--- src/rtl/core/md5sh_pkg.sv ---
// Shared types, constants and round tables of the MD5 stream hasher.
package md5sh_pkg;

   typedef struct packed {
      logic [31:0] data_word;
      logic [2:0]  valid_bytes;
      logic        end_of_message;
   } req_payload_type;

   typedef struct packed {
      logic [31:0] digest_word;
      logic [1:0]  word_index;
      logic        last_word;
   } rsp_payload_type;

   localparam logic [31:0] INIT_A = 32'h67452301;
   localparam logic [31:0] INIT_B = 32'hefcdab89;
   localparam logic [31:0] INIT_C = 32'h98badcfe;
   localparam logic [31:0] INIT_D = 32'h10325476;
   localparam logic [7:0]  PAD_BYTE = 8'h80;

   function automatic logic [31:0] round_const(input logic [5:0] r);
      logic [31:0] k;
      unique case (r)
         6'd0: k = 32'hd76aa478;  6'd1: k = 32'he8c7b756;
         6'd2: k = 32'h242070db;  6'd3: k = 32'hc1bdceee;
         6'd4: k = 32'hf57c0faf;  6'd5: k = 32'h4787c62a;
         6'd6: k = 32'ha8304613;  6'd7: k = 32'hfd469501;
         6'd8: k = 32'h698098d8;  6'd9: k = 32'h8b44f7af;
         6'd10: k = 32'hffff5bb1; 6'd11: k = 32'h895cd7be;
         6'd12: k = 32'h6b901122; 6'd13: k = 32'hfd987193;
         6'd14: k = 32'ha679438e; 6'd15: k = 32'h49b40821;
         6'd16: k = 32'hf61e2562; 6'd17: k = 32'hc040b340;
         6'd18: k = 32'h265e5a51; 6'd19: k = 32'he9b6c7aa;
         6'd20: k = 32'hd62f105d; 6'd21: k = 32'h02441453;
         6'd22: k = 32'hd8a1e681; 6'd23: k = 32'he7d3fbc8;
         6'd24: k = 32'h21e1cde6; 6'd25: k = 32'hc33707d6;
         6'd26: k = 32'hf4d50d87; 6'd27: k = 32'h455a14ed;
         6'd28: k = 32'ha9e3e905; 6'd29: k = 32'hfcefa3f8;
         6'd30: k = 32'h676f02d9; 6'd31: k = 32'h8d2a4c8a;
         6'd32: k = 32'hfffa3942; 6'd33: k = 32'h8771f681;
         6'd34: k = 32'h6d9d6122; 6'd35: k = 32'hfde5380c;
         6'd36: k = 32'ha4beea44; 6'd37: k = 32'h4bdecfa9;
         6'd38: k = 32'hf6bb4b60; 6'd39: k = 32'hbebfbc70;
         6'd40: k = 32'h289b7ec6; 6'd41: k = 32'heaa127fa;
         6'd42: k = 32'hd4ef3085; 6'd43: k = 32'h04881d05;
         6'd44: k = 32'hd9d4d039; 6'd45: k = 32'he6db99e5;
         6'd46: k = 32'h1fa27cf8; 6'd47: k = 32'hc4ac5665;
         6'd48: k = 32'hf4292244; 6'd49: k = 32'h432aff97;
         6'd50: k = 32'hab9423a7; 6'd51: k = 32'hfc93a039;
         6'd52: k = 32'h655b59c3; 6'd53: k = 32'h8f0ccc92;
         6'd54: k = 32'hffeff47d; 6'd55: k = 32'h85845dd1;
         6'd56: k = 32'h6fa87e4f; 6'd57: k = 32'hfe2ce6e0;
         6'd58: k = 32'ha3014314; 6'd59: k = 32'h4e0811a1;
         6'd60: k = 32'hf7537e82; 6'd61: k = 32'hbd3af235;
         6'd62: k = 32'h2ad7d2bb; default: k = 32'heb86d391;
      endcase
      return k;
   endfunction

   function automatic logic [4:0] rot_amount(input logic [3:0] idx);
      logic [4:0] s;
      unique case (idx)
         4'd0: s = 5'd7;   4'd1: s = 5'd12;  4'd2: s = 5'd17;  4'd3: s = 5'd22;
         4'd4: s = 5'd5;   4'd5: s = 5'd9;   4'd6: s = 5'd14;  4'd7: s = 5'd20;
         4'd8: s = 5'd4;   4'd9: s = 5'd11;  4'd10: s = 5'd16; 4'd11: s = 5'd23;
         4'd12: s = 5'd6;  4'd13: s = 5'd10; 4'd14: s = 5'd15; default: s = 5'd21;
      endcase
      return s;
   endfunction

   // message word used in round r
   function automatic logic [3:0] msg_index(input logic [5:0] r);
      logic [3:0] g;
      unique case (r[5:4])
         2'd0: g = r[3:0];
         2'd1: g = 4'(5 * r[3:0] + 1);
         2'd2: g = 4'(3 * r[3:0] + 5);
         default: g = 4'(7 * r[3:0]);
      endcase
      return g;
   endfunction

endpackage

--- src/rtl/core/md5sh_ram.sv ---
// Generic single-port write, single-port registered-read RAM.
module md5sh_ram #(
   parameter int Width = 32,
   parameter int Depth = 16
) (
   input  logic                     clock,
   input  logic                     wr_en,
   input  logic [$clog2(Depth)-1:0] wr_addr,
   input  logic [Width-1:0]         wr_data,
   input  logic [$clog2(Depth)-1:0] rd_addr,
   output logic [Width-1:0]         rd_data
);
   logic [Width-1:0] mem_ff [Depth];

   always_ff @(posedge clock) begin
      if (wr_en) begin
         mem_ff[wr_addr] <= wr_data;
      end
      rd_data <= mem_ff[rd_addr];
   end
endmodule

--- src/rtl/core/md5_stream_hasher.sv ---
// MD5 stream hasher: byte packing, padding, round sequencer and digest output.
// Usage:
//  req_ channel carries message words (up to four bytes, first byte in 7:0),
//  valid_bytes and end_of_message. rsp_ channel returns the four digest words
//  A..D in order, last_word set on D, after the word marked end_of_message.
//  A req_ transfer is taken in idle; its bytes go into the block one per
//  cycle (paused while a full block is compressed), then a closing step.
//  When a block fills, the compression runs one round per cycle through a
//  single round datapath: a read-ahead step, 64 rounds and a fold into
//  the chaining words.
//  On the final word the padding bytes are also placed one per cycle (9 to
//  72 more bytes), pausing while each of the one or two blocks is compressed.
//  req_stall is high whenever an item is in work; one item at a time.
//  Digest words sit in an output register; a stalled rsp_ holds them and the
//  block waits. Unstalled, A..D leave back to back. After D is taken, the
//  chaining words, counts and pad position return to their initial values.
//  Reset (synchronous) restores the chaining words and clears the counts;
//  the block buffer needs no clearing, since each word is cleared as its
//  first byte lane is written.
module md5_stream_hasher (
   input  logic                         clock,
   input  logic                         reset,
   input  logic                         req_valid,
   output logic                         req_stall,
   input  md5sh_pkg::req_payload_type   req_payload,
   output logic                         rsp_valid,
   input  logic                         rsp_stall,
   output md5sh_pkg::rsp_payload_type   rsp_payload
);

   typedef enum logic [4:0] {
      ST_IDLE  = 5'b00001,
      ST_BYTES = 5'b00010,
      ST_PAD   = 5'b00100,
      ST_ROUND = 5'b01000,
      ST_OUT   = 5'b10000
   } state_type;

   state_type   state_ff, state_in;
   logic [31:0] word_ff, word_in;
   logic [2:0]  nbytes_ff, nbytes_in;
   logic [2:0]  bidx_ff, bidx_in;
   logic        eom_ff, eom_in;
   logic [5:0]  fill_ff, fill_in;
   logic [63:0] len_ff, len_in;
   logic [63:0] len_snap_ff, len_snap_in;
   logic [3:0]  pad_pos_ff, pad_pos_in; // 0 = 0x80, 1 = zeros, 2.. = length bytes
   logic [31:0] acc_ff, acc_in;     // block word under construction
   logic [31:0] h_ff [4];
   logic [31:0] h_in [4];
   logic [31:0] a_ff, b_ff, c_ff, d_ff, a_in, b_in, c_in, d_in;
   logic [6:0]  rnd_ff, rnd_in;     // 0: prefetch, 1..64: rounds, 65: fold
   logic [1:0]  oidx_ff, oidx_in;
   logic        rsp_valid_ff, rsp_valid_in;

   logic        wr_en;
   logic [3:0]  wr_addr, rd_addr;
   logic [31:0] wr_data, rd_data;

   md5sh_ram #(.Width(32), .Depth(16)) u_block_ram (
      .clock  (clock),
      .wr_en  (wr_en),
      .wr_addr(wr_addr),
      .wr_data(wr_data),
      .rd_addr(rd_addr),
      .rd_data(rd_data)
   );

   logic [7:0]  cur_byte;
   logic        place;
   logic        pad_done;
   logic [31:0] f_val, sum, rot;
   logic [5:0]  r6;
   logic [4:0]  sh;
   logic [63:0] len_shift;

   always_comb begin
      r6 = rnd_ff[5:0] - 6'd1;
      unique case (r6[5:4])
         2'd0: f_val = (b_ff & c_ff) | (~b_ff & d_ff);
         2'd1: f_val = (d_ff & b_ff) | (~d_ff & c_ff);
         2'd2: f_val = b_ff ^ c_ff ^ d_ff;
         default: f_val = c_ff ^ (b_ff | ~d_ff);
      endcase
      sum = a_ff + f_val + md5sh_pkg::round_const(r6) + rd_data;
      sh  = md5sh_pkg::rot_amount({r6[5:4], r6[1:0]});
      rot = (sum << sh) | (sum >> (6'd32 - {1'b0, sh}));
      len_shift = len_snap_ff >> {pad_pos_ff[2:0] - 3'd2, 3'b000};
   end

   always_comb begin
      state_in     = state_ff;
      word_in      = word_ff;
      nbytes_in    = nbytes_ff;
      bidx_in      = bidx_ff;
      eom_in       = eom_ff;
      fill_in      = fill_ff;
      len_in       = len_ff;
      len_snap_in  = len_snap_ff;
      pad_pos_in   = pad_pos_ff;
      acc_in       = acc_ff;
      for (int i = 0; i < 4; i++) h_in[i] = h_ff[i];
      a_in = a_ff; b_in = b_ff; c_in = c_ff; d_in = d_ff;
      rnd_in       = rnd_ff;
      oidx_in      = oidx_ff;
      rsp_valid_in = rsp_valid_ff;
      cur_byte     = 8'h00;
      place        = 1'b0;
      pad_done     = 1'b0;
      rd_addr      = 4'd0;

      unique case (state_ff)
         ST_IDLE: begin
            if (req_valid) begin
               word_in   = req_payload.data_word;
               nbytes_in = (req_payload.valid_bytes > 3'd4) ? 3'd4 : req_payload.valid_bytes;
               eom_in    = req_payload.end_of_message;
               bidx_in   = 3'd0;
               state_in  = ST_BYTES;
            end
         end
         ST_BYTES: begin
            if (bidx_ff == nbytes_ff) begin
               if (eom_ff) begin
                  len_snap_in = len_ff;
                  pad_pos_in  = 4'd0;
                  state_in    = ST_PAD;
               end else begin
                  state_in = ST_IDLE;
               end
            end else begin
               cur_byte = word_ff[{bidx_ff[1:0], 3'b000} +: 8];
               place    = 1'b1;
               bidx_in  = bidx_ff + 3'd1;
               len_in   = len_ff + 64'd8;
            end
         end
         ST_PAD: begin
            place = 1'b1;
            priority if (pad_pos_ff == 4'd0) begin
               cur_byte   = md5sh_pkg::PAD_BYTE;
               pad_pos_in = (fill_ff == 6'd55) ? 4'd2 : 4'd1;
            end else if (pad_pos_ff == 4'd1) begin
               cur_byte = 8'h00;
               if (fill_ff == 6'd55) pad_pos_in = 4'd2;
            end else begin
               cur_byte   = len_shift[7:0];
               pad_pos_in = pad_pos_ff + 4'd1;
               pad_done   = (pad_pos_ff == 4'd9);
            end
         end
         ST_ROUND: begin
            rd_addr = md5sh_pkg::msg_index(rnd_ff[5:0]);
            if (rnd_ff == 7'd0) begin
               a_in = h_ff[0]; b_in = h_ff[1]; c_in = h_ff[2]; d_in = h_ff[3];
               rnd_in = 7'd1;
            end else if (rnd_ff <= 7'd64) begin
               a_in = d_ff; d_in = c_ff; c_in = b_ff; b_in = b_ff + rot;
               rnd_in = rnd_ff + 7'd1;
            end else begin
               h_in[0] = h_ff[0] + a_ff;
               h_in[1] = h_ff[1] + b_ff;
               h_in[2] = h_ff[2] + c_ff;
               h_in[3] = h_ff[3] + d_ff;
               // pad position stays 0 until the first pad byte is placed
               if (eom_ff && pad_pos_ff == 4'd10) begin
                  oidx_in      = 2'd0;
                  rsp_valid_in = 1'b1;
                  state_in     = ST_OUT;
               end else if (pad_pos_ff != 4'd0) begin
                  state_in = ST_PAD;
               end else begin
                  state_in = ST_BYTES;
               end
            end
         end
         ST_OUT: begin
            if (!rsp_stall) begin
               oidx_in = oidx_ff + 2'd1;
               if (oidx_ff == 2'd3) begin
                  rsp_valid_in = 1'b0;
                  h_in[0] = md5sh_pkg::INIT_A;
                  h_in[1] = md5sh_pkg::INIT_B;
                  h_in[2] = md5sh_pkg::INIT_C;
                  h_in[3] = md5sh_pkg::INIT_D;
                  fill_in    = 6'd0;
                  len_in     = 64'd0;
                  pad_pos_in = 4'd0;
                  state_in   = ST_IDLE;
               end
            end
         end
         default: state_in = ST_IDLE;
      endcase

      wr_en   = 1'b0;
      wr_addr = fill_ff[5:2];
      wr_data = 32'h0;
      if (place) begin
         // clear on lane 0, else merge into the word being built
         unique case (fill_ff[1:0])
            2'd0: wr_data = {24'h0, cur_byte};
            2'd1: wr_data = {16'h0, cur_byte, acc_ff[7:0]};
            2'd2: wr_data = {8'h0, cur_byte, acc_ff[15:0]};
            default: wr_data = {cur_byte, acc_ff[23:0]};
         endcase
         wr_en   = 1'b1;
         acc_in  = wr_data;
         fill_in = fill_ff + 6'd1;
         if (pad_done) pad_pos_in = 4'd10;
         if (fill_ff == 6'd63) begin
            rnd_in   = 7'd0;
            state_in = ST_ROUND;
         end
      end
   end

   always_ff @(posedge clock) begin
      if (reset) begin
         state_ff     <= ST_IDLE;
         fill_ff      <= 6'd0;
         len_ff       <= 64'd0;
         rsp_valid_ff <= 1'b0;
         oidx_ff      <= 2'd0;
         h_ff[0]      <= md5sh_pkg::INIT_A;
         h_ff[1]      <= md5sh_pkg::INIT_B;
         h_ff[2]      <= md5sh_pkg::INIT_C;
         h_ff[3]      <= md5sh_pkg::INIT_D;
         eom_ff       <= 1'b0;
         pad_pos_ff   <= 4'd0;
         bidx_ff      <= 3'd0;
         nbytes_ff    <= 3'd0;
         rnd_ff       <= 7'd0;
      end else begin
         state_ff     <= state_in;
         fill_ff      <= fill_in;
         len_ff       <= len_in;
         rsp_valid_ff <= rsp_valid_in;
         oidx_ff      <= oidx_in;
         for (int i = 0; i < 4; i++) h_ff[i] <= h_in[i];
         eom_ff       <= eom_in;
         pad_pos_ff   <= pad_pos_in;
         bidx_ff      <= bidx_in;
         nbytes_ff    <= nbytes_in;
         rnd_ff       <= rnd_in;
      end
      word_ff     <= word_in;
      len_snap_ff <= len_snap_in;
      acc_ff      <= acc_in;
      a_ff <= a_in; b_ff <= b_in; c_ff <= c_in; d_ff <= d_in;
   end

   assign req_stall = (state_ff != ST_IDLE);
   assign rsp_valid = rsp_valid_ff;
   assign rsp_payload.digest_word = h_ff[oidx_ff];
   assign rsp_payload.word_index  = oidx_ff;
   assign rsp_payload.last_word   = (oidx_ff == 2'd3);

   a_out_only_in_out: assert property (@(posedge clock) disable iff (reset)
      rsp_valid |-> state_ff == ST_OUT)
      else $error("result valid outside output state");
   a_round_bound: assert property (@(posedge clock) disable iff (reset)
      state_ff == ST_ROUND |-> rnd_ff <= 7'd65)
      else $error("round counter overran");
   a_block_start: assert property (@(posedge clock) disable iff (reset)
      (state_ff == ST_ROUND && $past(state_ff) != ST_ROUND) |-> fill_ff == 6'd0)
      else $error("compression started with a partial block");
   a_idle_no_rsp: assert property (@(posedge clock) disable iff (reset)
      (state_ff == ST_IDLE) |-> !rsp_valid)
      else $error("result pending while idle");
endmodule

--- config.mk ---
export PLATFORM = sky130hd
export DESIGN_NAME = md5_stream_hasher
export DESIGN_NICKNAME = d
export VERILOG_FILES = /design/src/rtl/core/md5sh_pkg.sv /design/src/rtl/core/md5sh_ram.sv /design/src/rtl/core/md5_stream_hasher.sv
export SDC_FILE = /design/constraint.sdc
export NUM_CORES = 2
export LEC_CHECK = 0
export BUFFER_PORTS_ARGS = -buffer_cell sky130_fd_sc_hd__buf_2
export CELL_PAD_IN_SITES_DETAIL_PLACEMENT = 1
export CELL_PAD_IN_SITES_GLOBAL_PLACEMENT = 2
export CORE_MARGIN = 2
export CORE_UTILIZATION = 47
export CTS_CLUSTER_SIZE = 12
export DETAILED_ROUTE_END_ITERATION = 6
export HOLD_SLACK_MARGIN = 0.08
export MAX_ROUTING_LAYER = met4
export PLACE_DENSITY = 0.95
export SLEW_MARGIN = 20
export SYNTH_ARGS = -nofsm -noshare
export SYNTH_HDL_FRONTEND = slang
export SYNTH_HIERARCHICAL = 1
export SYNTH_SLANG_ARGS = --single-unit
export TNS_END_PERCENT = 5
--- constraint.sdc ---
create_clock -name clock -period 32.9 [get_ports clock]
set_input_delay 1.645 -clock clock [delete_from_list [all_inputs] [get_ports clock]]
set_output_delay 1.645 -clock clock [all_outputs]
set_load 0.1 [all_outputs]
==> run_results.csv <==
group,metric,value,unit
cts,htreeDepth,3,
sta,fin_tns_setup,0,ns
cells_and_area,nNetsFinal,5839,
logic_synthesis,synth-seq-cells,1012,
min_path,min_from,"len_ff[63]",
cells_and_area,syn_to_final_growth,9.75,%
grt,grt_usage,0.349,
sta,finalHoldViolCount,0,
logic_synthesis,synth_nets,5855,
critical_path,arrival,14.20,ns
critical_path,max_stage_delay,0.81,ns
logic_synthesis,netlist_top_cells_count,"778 x nand2_1, 757 x edfxtp_1, 470 x nor2_1",
power_and_ir_drop,p_comb_frac,0.015,
critical_path,cp_max_fo,63,
grt,antenna_found_initial,5,
logic_synthesis,postSynthCellCount,5514,
die,std_cell_rows,129,
cts,clk_path_buf_depth,3,
sta,rsz0062_at_grt,"false",
logic_synthesis,async_flop_share,0,
placement,port_buffers,76,
routing,drt_iter0_markers,5181,
routing,drt_pass1_iterations,5,
cts,cts_resized,0,
logic_synthesis,yosysMostFrequentCell,"nand2_1",
critical_path,path_common_cell,"o21ai_0",
power_and_ir_drop,p_leak,21.9,nW
critical_path,cp-end-kind,"register",
die,ioPinCount,77,
power_and_ir_drop,peakVddDrop,0.0551,mV
power_and_ir_drop,p_clk_frac,0.461,
grt,overflow,0,
sta,worst_pin_slew,1.21,ns
logic_synthesis,yosysTopAreaCell,"edfxtp_1",
logic_synthesis,yosys_warnings,6,
grt,grt_pass1_vias,48500,
critical_path,start_kind,"register",
grt,grt_pass1_wl,321,mm
placement,dp_hpwl,146,mm
logic_synthesis,yosysUniqueCellTypes,91,
sta,drv_slew,0,
sta,fin_crit,13.72,ns
routing,drc,0,
sta,relSlewSlack,0.188,
cts,worstSkewPairLatency,0.75,ns
logic_synthesis,synth_seq_area_share,0.478,
routing,wl,216,mm
sta,fmax,0.0729,GHz
die,die-area,0.127,mm²
routing,ant_nets,0,
die,chipHeight,356,µm
power_and_ir_drop,power.internal,2.04,mW
critical_path,crit_type,"reg -> reg",
cts,cts-hold-fix-buffers,0,
power_and_ir_drop,swShare,0.220,
sta,clock_skew,0.0700,ns
sta,finalCritPeriodShare,0.417,
die,start_util,0.472,
logic_synthesis,synth_top_flop_cell,"edfxtp_1",
run_status,status,"finished, final reports clean",
logic_synthesis,synth_top_area_frac,0.390,
critical_path,r2r-start,"rnd_ff[1]",
cts,cts_tree,"yes",
grt,grt_max_degree,129,
critical_path,cp_top_family,"compound AO/OA/AOI/OAI gates",
critical_path,critPathLaunch,"rnd_ff[1]",
routing,drt-wirelength-per-cell,29.9,µm
logic_synthesis,synth_area,0.0582,mm²
flow_run,maxCapViolCount,0,
routing,vias,47000,
cts,cts_setup_buffers,0,
power_and_ir_drop,switchingPower,0.573,mW
cts,clkTransAtPathRegs,0.06,ns
power_and_ir_drop,seqPwrFrac,0.524,
sta,whs,0.473,ns
cts,root_buffer,"clkbuf_16",
logic_synthesis,syn_area_per_cell,10.6,µm²
critical_path,cp.required,33.38,ns
cells_and_area,drive_above_1_share,0.107,
power_and_ir_drop,p_per_area,40.9,mW/mm²
logic_synthesis,synth-edff-count,757,
cts,cts_buffers,106,
sta,setup_viol,0,
logic_synthesis,synth_area_leaders,"edfxtp_1 39%, dfxtp_1 8.8%, mux4_2 7.2%, nand2_1 5.0%, ha_1 4.9%",
die,die_w,356,µm
cts,clkSinkCount,1012,
min_path,min_path_type,"reg -> reg",
placement,gp_congestion,1.00,
critical_path,worst_path_max_delay_cell,"dfxtp_1",
critical_path,path_buf_inv,6,
die,core_area,0.123,mm²
routing,routed_via_density,6.51,
-- per-stage QoR --
step	worst slack, ns	total power, mW	instance area (µm²)	std cells	utilization
4_1_cts	19.52	2.62	63900	7227	0.518
5_1_grt	18.07	2.66	63900	7227	0.518
6_report	19.18	2.61	63900	7229	0.518
3_3_place_gp	19.74	1.43	60500	7027	0.490
2_1_floorplan	22.54	1.42	58200	5514	-
3_5_place_dp	19.57	1.43	60500	7027	0.490
-- cell families after synthesis --
| group | synth area share |
|---|---|
| AND/OR/NAND/NOR | 0.134 |
| XOR/XNOR | 0.0426 |
| buffers and inverters | 0.0339 |
| adder cells (fa/ha/maj) | 0.0738 |
| flip-flops | 0.478 |
| AO/OA/AOI/OAI | 0.153 |
| multiplexers | 0.0839 |
-- power groups by stage --
stage / Sequential, mW / Combinational, mW / Clock, mW
2_1_floorplan: 1.39 / 0.0246 / 0
3_5_place_dp: 1.39 / 0.0387 / 0
5_1_grt: 1.37 / 0.0422 / 1.25
3_3_place_gp: 1.39 / 0.0377 / 0
6_report: 1.37 / 0.0402 / 1.20
4_1_cts: 1.37 / 0.0396 / 1.21
-- layer usage --
layer  vias up  part of all wire  routed length, µm  global-route usage
met4         0             0.053              11500               0.170
met1     23900              0.40              87300               0.447
met2      2152              0.47             102000               0.551
met3       567             0.070              15100              0.0431
met5         -                 0                  0                   -
li1      20400                 -                  -                   -
-- sequential cells by signal (all words and copies together), names as in the netlist, 2 cells and up, named ones only --
name / flops
word_ff: 32
len_ff: 61
pad_pos_ff: 4
u_block_ram/mem_ff: 512
u_block_ram/rd_data: 32
b_ff: 32
nbytes_ff: 3
rnd_ff: 7
c_ff: 32
oidx_ff: 2
a_ff: 32
state_ff: 5
fill_ff: 6
len_snap_ff: 61
h_ff: 128
bidx_ff: 3
acc_ff: 24
d_ff: 32
-- area by class of cell --
type                    count  area [µm²]
diodes                      2        5.00
clock buffers             169        3010
clock inverters            31         398
fillers                 13200       59400
inverters                 207         777
multi-input cells        3998       28700
flip-flops and latches   1012       27800
well taps                1637        2050
repair buffers            173        1120
-- worst paths after layout --
check                     to  slack (ns)  cells past startpoint
min reg2reg  len_snap_ff[63]        0.47                      0
min          len_snap_ff[63]        0.47                      0
max                 b_ff[31]       19.18                     40
max reg2reg         b_ff[31]       19.18                     40
-- cells in the final DEF (no fill, tap or decap), types with 182 or more instances in the layout --
cell type,count
ha_1,229
dfxtp_1,253
nand2_1,774
a21oi_1,376
xnor2_1,182
o21ai_0,280
nor2_1,451
inv_1,201
edfxtp_1,757
mux4_2,187
No activity file was read; power rests on OpenSTA's default activity.
